<file path="src/design/ep5_pkg.sv">
// ep5_pkg: binary32 constants and helper types for the exp_poly5_fp32 block.
// Uses no other file.
package ep5_pkg;
  localparam logic [31:0] INV_LN2_BITS = 32'h3FB8AA3B;
  localparam logic [31:0] LN2_BITS     = 32'h3F317218;
  localparam logic [31:0] C3_BITS      = 32'h3E2AAAAB;
  localparam logic [31:0] C4_BITS      = 32'h3D2AAAAB;
  localparam logic [31:0] C5_BITS      = 32'h3C088889;
  localparam logic [31:0] HALF_BITS    = 32'h3F000000;
  localparam logic [31:0] ONE_BITS     = 32'h3F800000;
  localparam logic [31:0] NAN_BITS     = 32'h7FC00000;
  localparam logic [31:0] EXP_BIAS     = 32'd127;
  localparam int          MANT_BITS    = 23;

  // Operands of a multiply-add; c is unused by a plain multiply.
  typedef struct packed {
    logic [31:0] a;
    logic [31:0] b;
    logic [31:0] c;
  } fma_op_t;
endpackage

</file>
<file path="src/design/ep5_fma.sv">
// ep5_fma: pipelined binary32 fused multiply-add, one result per cycle when enabled.
// Uses ep5_pkg (fma_op_t, NAN_BITS, MANT_BITS). Three register stages: product, align/add, round.
module ep5_fma
  import ep5_pkg::*;
(
  input  logic        clk,
  input  logic        en,
  input  logic        use_c,
  input  fma_op_t     op,
  output logic [31:0] res
);
  // stage 1: unpack and 24x24 product
  logic        sa, sb, sc;
  logic [7:0]  ea, eb, ec;
  logic [23:0] ma, mb, mc;
  logic        a_nan, b_nan, c_nan, a_inf, b_inf, c_inf, a_zero, b_zero, c_zero;

  always_comb begin
    // plain multiply adds -0, which keeps the product's zero sign
    sa = op.a[31]; sb = op.b[31]; sc = use_c ? op.c[31] : 1'b1;
    ea = op.a[30:23]; eb = op.b[30:23]; ec = use_c ? op.c[30:23] : 8'd0;
    ma = {(ea != 8'd0), op.a[22:0]};
    mb = {(eb != 8'd0), op.b[22:0]};
    mc = use_c ? {(ec != 8'd0), op.c[22:0]} : 24'd0;
    a_nan = (ea == 8'hFF) && (op.a[22:0] != 23'd0);
    b_nan = (eb == 8'hFF) && (op.b[22:0] != 23'd0);
    c_nan = (ec == 8'hFF) && (mc[22:0] != 23'd0);
    a_inf = (ea == 8'hFF) && (op.a[22:0] == 23'd0);
    b_inf = (eb == 8'hFF) && (op.b[22:0] == 23'd0);
    c_inf = (ec == 8'hFF) && (mc[22:0] == 23'd0);
    a_zero = (ea == 8'd0) && (op.a[22:0] == 23'd0);
    b_zero = (eb == 8'd0) && (op.b[22:0] == 23'd0);
    c_zero = (ec == 8'd0) && (mc[22:0] == 23'd0);
  end

  logic [47:0] prod_r;
  logic signed [10:0] pexp_r, cexp_r;
  logic [23:0] mc_r;
  logic        ps_r, cs_r, cz_r, pz_r, nan1_r, inf1_r, infs1_r;

  always_ff @(posedge clk) begin
    if (en) begin
      prod_r  <= ma * mb;
      // product value = prod * 2^(pexp - 173); subnormals use exponent 1
      pexp_r  <= $signed({3'd0, (ea == 8'd0) ? 8'd1 : ea})
               + $signed({3'd0, (eb == 8'd0) ? 8'd1 : eb}) - 11'sd127;
      cexp_r  <= $signed({3'd0, (ec == 8'd0) ? 8'd1 : ec});
      mc_r    <= mc;
      ps_r    <= sa ^ sb;
      cs_r    <= sc;
      cz_r    <= c_zero;
      pz_r    <= a_zero | b_zero;
      nan1_r  <= a_nan | b_nan | c_nan | (a_inf & b_zero) | (b_inf & a_zero)
               | ((a_inf | b_inf) & c_inf & ((sa ^ sb) != sc));
      inf1_r  <= a_inf | b_inf | c_inf;
      infs1_r <= (a_inf | b_inf) ? (sa ^ sb) : sc;
    end
  end

  // stage 2: align on a wide fixed window and add; sticky collected below it
  // window: 76 bits, value = w * 2^(emax - 201), emax the larger exponent term
  logic signed [10:0] pe, ce, emax, dp, dc;
  logic [75:0] pw, cw;
  logic        pst, cst;
  logic [76:0] sum;
  logic        ssign;

  always_comb begin
    pe = pexp_r;           // product placed at bits 75:28 of the window
    ce = cexp_r - 11'sd1;  // addend placed at bits 75:52, same scale
    emax = (pz_r || (!cz_r && ce > pe)) ? ce : pe;
    dp = emax - pe;
    dc = emax - ce;
    pw = 76'd0; cw = 76'd0; pst = 1'b0; cst = 1'b0;
    if (!pz_r) begin
      if (dp > 11'sd75) pst = 1'b1;
      else begin
        pw  = ({prod_r, 28'd0}) >> dp;
        pst = ((({prod_r, 28'd0}) & ((76'd1 << dp) - 76'd1)) != 76'd0);
      end
    end
    if (!cz_r) begin
      if (dc > 11'sd75) cst = 1'b1;
      else begin
        cw  = ({mc_r, 52'd0}) >> dc;
        cst = ((({mc_r, 52'd0}) & ((76'd1 << dc) - 76'd1)) != 76'd0);
      end
    end
    // only one side can carry a sticky tail; treat it as a fraction below lsb
    if (ps_r == cs_r) begin
      sum = {1'b0, pw} + {1'b0, cw};
      ssign = ps_r;
    end else if ({pw, pst} >= {cw, cst}) begin
      sum = {1'b0, pw} - {1'b0, cw} - {76'd0, cst & ~pst};
      ssign = ps_r;
    end else begin
      sum = {1'b0, cw} - {1'b0, pw} - {76'd0, pst & ~cst};
      ssign = cs_r;
    end
  end

  logic [76:0] sum_r;
  logic        st2_r, sg2_r, nan2_r, inf2_r, infs2_r, zz2_r, zs2_r;
  logic signed [10:0] emax_r;

  always_ff @(posedge clk) begin
    if (en) begin
      sum_r   <= sum;
      st2_r   <= pst | cst;
      sg2_r   <= ssign;
      emax_r  <= emax;
      nan2_r  <= nan1_r;
      inf2_r  <= inf1_r;
      infs2_r <= infs1_r;
      zz2_r   <= pz_r & cz_r;
      zs2_r   <= ps_r & cs_r;
    end
  end

  // stage 3: normalize and round to nearest even
  logic [6:0]  lz;
  logic [76:0] nrm;
  logic signed [12:0] be, sh;
  logic [23:0] q;
  logic [25:0] qq;
  logic        g, stk;
  logic [52:0] tail;
  logic [31:0] out;

  always_comb begin
    lz = 7'd77;
    for (int i = 0; i < 77; i++) if (sum_r[i]) lz = 7'(76 - i);
    // msb at bit 76 has weight 2^(emax-125), biased exponent emax+2
    be = 13'(emax_r) + 13'sd2 - $signed({6'd0, lz});
    sh = 13'sd0;
    if (be < 13'sd1) sh = 13'sd1 - be;
    nrm = sum_r << lz;
    if (sh > 13'sd60) begin
      nrm = 77'd0;
      stk = (sum_r != 77'd0) | st2_r;
    end else begin
      stk = ((nrm & ((77'd1 << sh) - 77'd1)) != 77'd0) | st2_r;
      nrm = nrm >> sh;
    end
    q    = nrm[76:53];
    g    = nrm[52];
    tail = {1'b0, nrm[51:0]};
    stk  = stk | (tail != 53'd0);
    qq   = {2'b0, q} + {25'd0, g & (stk | q[0])};
    if (be < 13'sd1) begin
      out = {sg2_r, 31'(qq)};
    end else begin
      // hidden bit of qq carries the exponent from be-1 up to be
      out = {sg2_r, (31'(be - 13'sd1) << MANT_BITS) + {5'd0, qq}};
      if (be >= 13'sd255 || {1'b0, out[30:0]} >= 32'h7F800000
          || (be == 13'sd254 && qq[24]))
        out = {sg2_r, 31'h7F800000};
    end
    if (sum_r == 77'd0 && !st2_r) out = {zz2_r ? zs2_r : 1'b0, 31'd0};
    if (inf2_r) out = {infs2_r, 31'h7F800000};
    if (nan2_r) out = NAN_BITS;
  end

  always_ff @(posedge clk) begin
    if (en) res <= out;
  end
endmodule

</file>
<file path="config.mk">
export PLATFORM = sky130hd
export DESIGN_NAME = ep5_fma
export DESIGN_NICKNAME = d
export VERILOG_FILES = /design/src/design/ep5_pkg.sv /design/src/design/ep5_fma.sv
export SDC_FILE = /design/constraint.sdc
export NUM_CORES = 2
export LEC_CHECK = 0
export ABC_AREA = 1
export BUFFER_PORTS_ARGS = -buffer_cell sky130_fd_sc_hd__buf_2
export CAP_MARGIN = 15
export CELL_PAD_IN_SITES_DETAIL_PLACEMENT = 0
export CELL_PAD_IN_SITES_GLOBAL_PLACEMENT = 1
export CORE_MARGIN = 4
export CORE_UTILIZATION = 48
export DETAILED_ROUTE_END_ITERATION = 12
export PLACE_DENSITY_LB_ADDON = 0.12
export SYNTH_ARGS = -nofsm -noshare
export SYNTH_HDL_FRONTEND = slang
export SYNTH_SLANG_ARGS = --single-unit
</file>
<file path="constraint.sdc">
create_clock -name clk -period 17.6 [get_ports clk]
set_input_delay 0.88 -clock clk [delete_from_list [all_inputs] [get_ports clk]]
set_output_delay 0.88 -clock clk [all_outputs]
set_load 0.05 [all_outputs]
</file>
Yosys cells after proc, flatten, opt, wreduce, memory -nomap -nowiden
Cells that the tools add are included.
{"block": "op_classes", "n_addsub": 19, "multipliers": 1, "n_lt_le_gt_ge": 8, "eq_ne": 6, "shift": 7, "muxes": 104, "n_bitwise": 28, "n_reduce_logical": 37}
{"cell": "7-bit two-way mux", "count": 76}
{"cell": "76-bit two-way mux", "count": 4}
{"cell": "77-bit two-way mux", "count": 3}
{"cell": "77-bit nonzero test", "count": 2}
{"cell": "76-bit by 76-bit subtractor with 77-bit output", "count": 2}
{"cell": "77-bit by 1-bit subtractor with 77-bit output", "count": 2}
{"cell": "76-bit AND", "count": 2}
{"cell": "76-bit nonzero test", "count": 2}
{"cell": "1-bit by 11-bit << shifter with 76-bit output, first input constant", "count": 2}
{"cell": "76-bit by 11-bit right shift with 76-bit output", "count": 2}
{"cell": "76-bit by 1-bit subtractor with 76-bit output, second input constant", "count": 2}
{"cell": "76-bit by 76-bit adder with 77-bit output", "count": 1}
{"cell": "77-bit AND", "count": 1}
{"cell": "77-bit >= comparator", "count": 1}
{"cell": "77-bit zero test", "count": 1}
{"cell": "1-bit by 13-bit << shifter with 77-bit output, first input constant", "count": 1}
{"cell": "77-bit by 7-bit << shifter with 77-bit output", "count": 1}
{"cell": "77-bit by 13-bit right shift with 77-bit output", "count": 1}
{"cell": "77-bit by 1-bit subtractor with 77-bit output, second input constant", "count": 1}
{"cell": "23-bit zero test", "count": 3}
{"cell": "23-bit nonzero test", "count": 3}
{"cell": "32-bit two-way mux", "count": 2}
{"cell": "31-bit two-way mux", "count": 2}
{"cell": "52-bit nonzero test", "count": 1}
{"cell": "38 further kinds", "count": 92}
{"block": "word_totals", "ff_bits": 225, "in_bits": 99, "out_inout_bits": 32, "wordCells": 234}

Longest topological paths before layout
{"block": "depth", "depth_word": 98, "ltp_mapped": 138, "ltp_nobuf": 134}

Worst setup path after synthesis
OpenSTA, ideal clock, no wires.
{"block": "synth_path", "path_kind": "flip-flop to flip-flop", "start": "register cexp_r[0]", "end": "register sum_r[76], data pin", "setup_time_ns": 0.259, "arrival_time_ns": 14.363, "t_required_ns": 17.341, "path_slack_ns": 2.978, "path_stages_with_launch": 115, "path_buffers": 2, "synth_period_minus_slack_ns": 14.622, "cell_sequence": "edfxtp_1 inv_1 ha_1 nand2_1 nor3_1 inv_1 or2_2 nor2_1 ha_1 nand2_1 or4_1 a21oi_1 o21ai_1 clkbuf_1 o21ai_0 ha_1 a21oi_1 o21ai_1 [79 not listed] o211ai_1 a31oi_1 o21ai_0 inv_1 o21ai_0 nand3_1 nand2_1 nand3_1 nand2_1 nand3_1 nand2_1 a21oi_1 o21ai_0 a21oi_1 o41ai_1 o21ai_0 o211ai_1 nand2_1"}
{"block": "synth_between", "elab_chain_cells": 17, "elab_cells_between_ends": 39, "cone_classes": "add/sub: 10; order compare: 4; shift: 4; mux: 11; bitwise: 6; reduce/logical: 4"}
{"item": "start, declared", "line_no": "ep5_fma.sv:37", "rtl": "logic signed [10:0] pexp_r, cexp_r;"}
{"item": "start signal, assigned", "line_no": "ep5_fma.sv:47", "rtl": "cexp_r <= $signed({3'd0, (ec == 8'd0) ? 8'd1 : ec});"}
{"item": "8-bit by 1-bit subtractor with 9-bit output (*)", "line_no": "ep5_fma.sv:70", "rtl": "ce = cexp_r - 11'sd1;"}
{"item": "9-bit by 11-bit > comparator with 1-bit output", "line_no": "ep5_fma.sv:71", "rtl": "emax = (pz_r || (!cz_r && ce > pe)) ? ce : pe;"}
{"item": "1-bit logical AND", "line_no": "ep5_fma.sv:71"}
{"item": "1-bit logical OR", "line_no": "ep5_fma.sv:71"}
{"item": "11-bit two-way mux (*)", "line_no": "ep5_fma.sv:71"}
{"item": "via emax[3]", "line_no": "ep5_fma.sv:62", "rtl": "logic signed [10:0] pe, ce, emax, dp, dc;"}
{"item": "11-bit by 9-bit subtractor with 11-bit output / 11-bit subtractor (equally long branches)", "line_no": "ep5_fma.sv:73, ep5_fma.sv:72"}
{"item": "1-bit by 11-bit << shifter with 76-bit output, on equally long branches", "line_no": "ep5_fma.sv:86, ep5_fma.sv:79"}
{"item": "[3 not listed]"}
{"item": "1-bit two-way mux, on equally long branches", "line_no": "ep5_fma.sv:83, ep5_fma.sv:76"}
{"item": "1-bit two-way mux, on equally long branches", "line_no": "ep5_fma.sv:82, ep5_fma.sv:75"}
{"item": "1-bit inverter, on equally long branches", "line_no": "ep5_fma.sv:97, ep5_fma.sv:94"}
{"item": "1-bit AND, on equally long branches", "line_no": "ep5_fma.sv:97, ep5_fma.sv:94"}
{"item": "77-bit by 1-bit subtractor with 77-bit output, on equally long branches", "line_no": "ep5_fma.sv:97, ep5_fma.sv:94"}
{"item": "77-bit two-way mux", "line_no": "ep5_fma.sv:93", "rtl": "end else if ({pw, pst} >= {cw, cst}) begin"}
{"item": "77-bit two-way mux (*)", "line_no": "ep5_fma.sv:90", "rtl": "if (ps_r == cs_r) begin"}
{"item": "via sum[76]", "line_no": "ep5_fma.sv:65", "rtl": "logic [76:0] sum;"}
{"item": "end signal, assigned", "line_no": "ep5_fma.sv:108", "rtl": "sum_r <= sum;"}
{"item": "end, declared", "line_no": "ep5_fma.sv:102", "rtl": "logic [76:0] sum_r;"}
The timed path passes the listed nets; every way through them passes the cells marked *.
A chain may end at the register's enable or synchronous reset.

Final worst setup path
Ends and elaborated chain as after synthesis.

==> metrics.txt <==
CTS Buffer Depth=3; hold crit path type=reg2reg; delay-heaviest family, CP=simple AND/OR/NAND/NOR gates; placer congestion estimate=1.08; core box area=142000 sq um; post-synthesis compound-gate area fraction=12.7%; adder-cell area share of the yosys netlist=27.1%; number of routed nets with antenna violations=0; Yosys top cell area share=15.5%; Final Worst Setup Slack=1.22 ns; Hold Slack=0.429 ns; combinational family with the most area after synthesis=simple AND/OR/NAND/NOR gates; fin. max-slew vios=0; Initial DRC Count=9061; relative slew slack=24.6%; TNS Setup=0 ns; synth unique cells=73; CTS H-Tree Depth=1; Reg clk slew, reported paths=0.06 ns; highest clock rate=61.1 MHz; Routed wire per std cell=22.7 um; post-synthesis sequential area ratio=9.77%; worst slew pin tran=1.12 ns; Clock Latency Late Sink=0.66 ns; CP required=17.97 ns; Setup WS pre-CTS=0.530 ns; Layout area overhead=6.26%; pin count of the biggest net entering global routing=95; Ys Warns=0; IO Count=131; DRT Wirelength=290000 um; # rows=138; xor and xnor area share after synthesis=3.21%; ys async rst share=0%; Post-Synthesis Cells=10900; max incr delay on CP=0.51 ns; global-route wire length before repair=434000 um; via count=75200; Cell Area, Synth=68500 sq um; CP dominant cell by count=nand2_1; FF+latch count, synth=223; CP arrival=16.75 ns; gr usage total=37.8%; initial core utilization=48.4%; Worst path slowest cell=or4_4; Buf+Inv Stages, Crit Path=12; I/O Buffers=130; Primary FF master, synth=edfxtp_1; DP Wirelength=236000 um; vias in the first global route=71400; Final setup viols=0; Net Count, Synth=12200; ranking of synthesized cells by area=fa_1, nand2_1, ha_1; Worst Path Max Fanout=6; chip width=386 um; Syn Area/Cell=6.28 sq um; cts bufs inserted=30; kind of critical path=reg2reg; TritonCTS clock tree=yes; area leader, netlist=fa_1; CTS sink cnt=223; Final Hold Violating Endpoints=0; mux share of post-synthesis cell area=0.935%; CP endpoint kind=flop; total congestion overflow=0; Root Buffer=clkbuf_16; layout cell share with drive strength beyond 1=5.77%; Worst setup SP type=flop; die area=149000 sq um; simple-gate share of the synthesized area=32.7%; top post-synthesis cells by count=nand2_1, inv_1, nand3_1; vias per cell=5.90; min Tclk post-route=16.38 ns; Max Cap Violations=0; clock skew=0.0669 ns; # nets final=12100; DRT Pass-1 Iters=9; initial antenna violation count=6; number of synthesized flops with an enable pin=223; outcome=completed; most frequent cell after synthesis=nand2_1; Tcrit/Tclk final=93.1%; DRC violations left=0; die height=386 um
==> worst reg2reg max path, delay by kind of cell, from the launching register on <==
kind,cells,cell delay [ns]
buffers and inverters,12,1.00
AOI/OAI and AO/OA,36,5.25
and+or+nand+nor,74,7.82
adders and majority gates,6,1.55
xor gates and xnor gates,1,0.12
DFF,1,0.42
==> layer usage <==
metal  GRT usage [%]  vias to the layer above  share of wire (%)
met3            7.13                      793                9.7
met4            17.7                        8                5.9
met5               0                        -              0.022
met2            60.4                     3933                 44
li1                -                    34900                  -
met1            49.5                    35500                 40
==> final timing paths <==
check | start | endpoint | slack (ns) | cells past startpoint
max | cexp_r[0] | sum_r[76] | 1.22 | 129
min | infs1_r | infs2_r | 0.43 | 0
max reg2reg | cexp_r[0] | sum_r[76] | 1.22 | 129
min reg2reg | infs1_r | infs2_r | 0.43 | 0
==> state kept, by name (all words and copies together), names as in the netlist, 8 cells and up <==
name    count
cexp_r      8
emax_r     10
mc_r       24
pe         10
prod_r     48
res        32
sum_r      77
==> layout make-up <==
type                    instances  area (sq um)
clock inverters                22           180
flip-flops and latches        223          6700
multi-input cells            8219         52900
clock buffers                  33           783
inverters                    1970          7390
repair buffers                373          2500
diodes                          3          7.51
well taps                    1890          2360
fillers                     14800         68800
==> cell families (layout without fill, tap and decap cells) <==
family	count (synthesis)	after routing
adder cells (fa/ha/maj)	1166	1166
other	0	3
AND/OR/NAND/NOR	5209	5209
multiplexers	64	64
XOR/XNOR	251	251
flip-flops	223	223
buffers and inverters	2460	2398
AO/OA/AOI/OAI	1529	1529
==> repair_timing <==
action / CTS / global route
setup endpoints to repair: 0 / 18
hold buffers: 0 / 0
resized for setup: 0 / 79
setup buffers: 0 / 16
==> through the flow <==
stage | instance area, sq um | instances | util (%)
final | 72800 | 12700 | 51.4
after global routing | 72800 | 12700 | 51.4
after CTS | 72400 | 12700 | 51.1
after detailed placement | 71400 | 12700 | 50.4
after global placement | 71400 | 12700 | 50.4
after floorplan | 68500 | 10900 | -
==> layout by cell type (no fill, tap or decap), drive strengths merged, types with 5 or more instances in the layout <==
master and instances:
a211oi 28, a21boi 11, a21o 10, a21oi 563, a221o 6, a221oi 5
a22oi 13, a31oi 56, a32oi 7, and2 14, buf 373, clkbuf 33
clkinv 21, clkinvlp 6, edfxtp 223, fa 529, ha 637, inv 1964
mux2i 64, nand2 2521, nand3 1342, nand3b 10, nand4 183, nor2 891
nor3 147, nor4 57, o2111ai 14, o211ai 48, o21a 24, o21ai 602
o21bai 29, o221ai 12, o22ai 30, o311ai 10, o31ai 31, or2 30
or4 5, xnor2 66, xor2 185
Power is left out: the tool's default activity adds up to more than one toggle a clock period on the data nets, which glitch-free logic cannot reach.
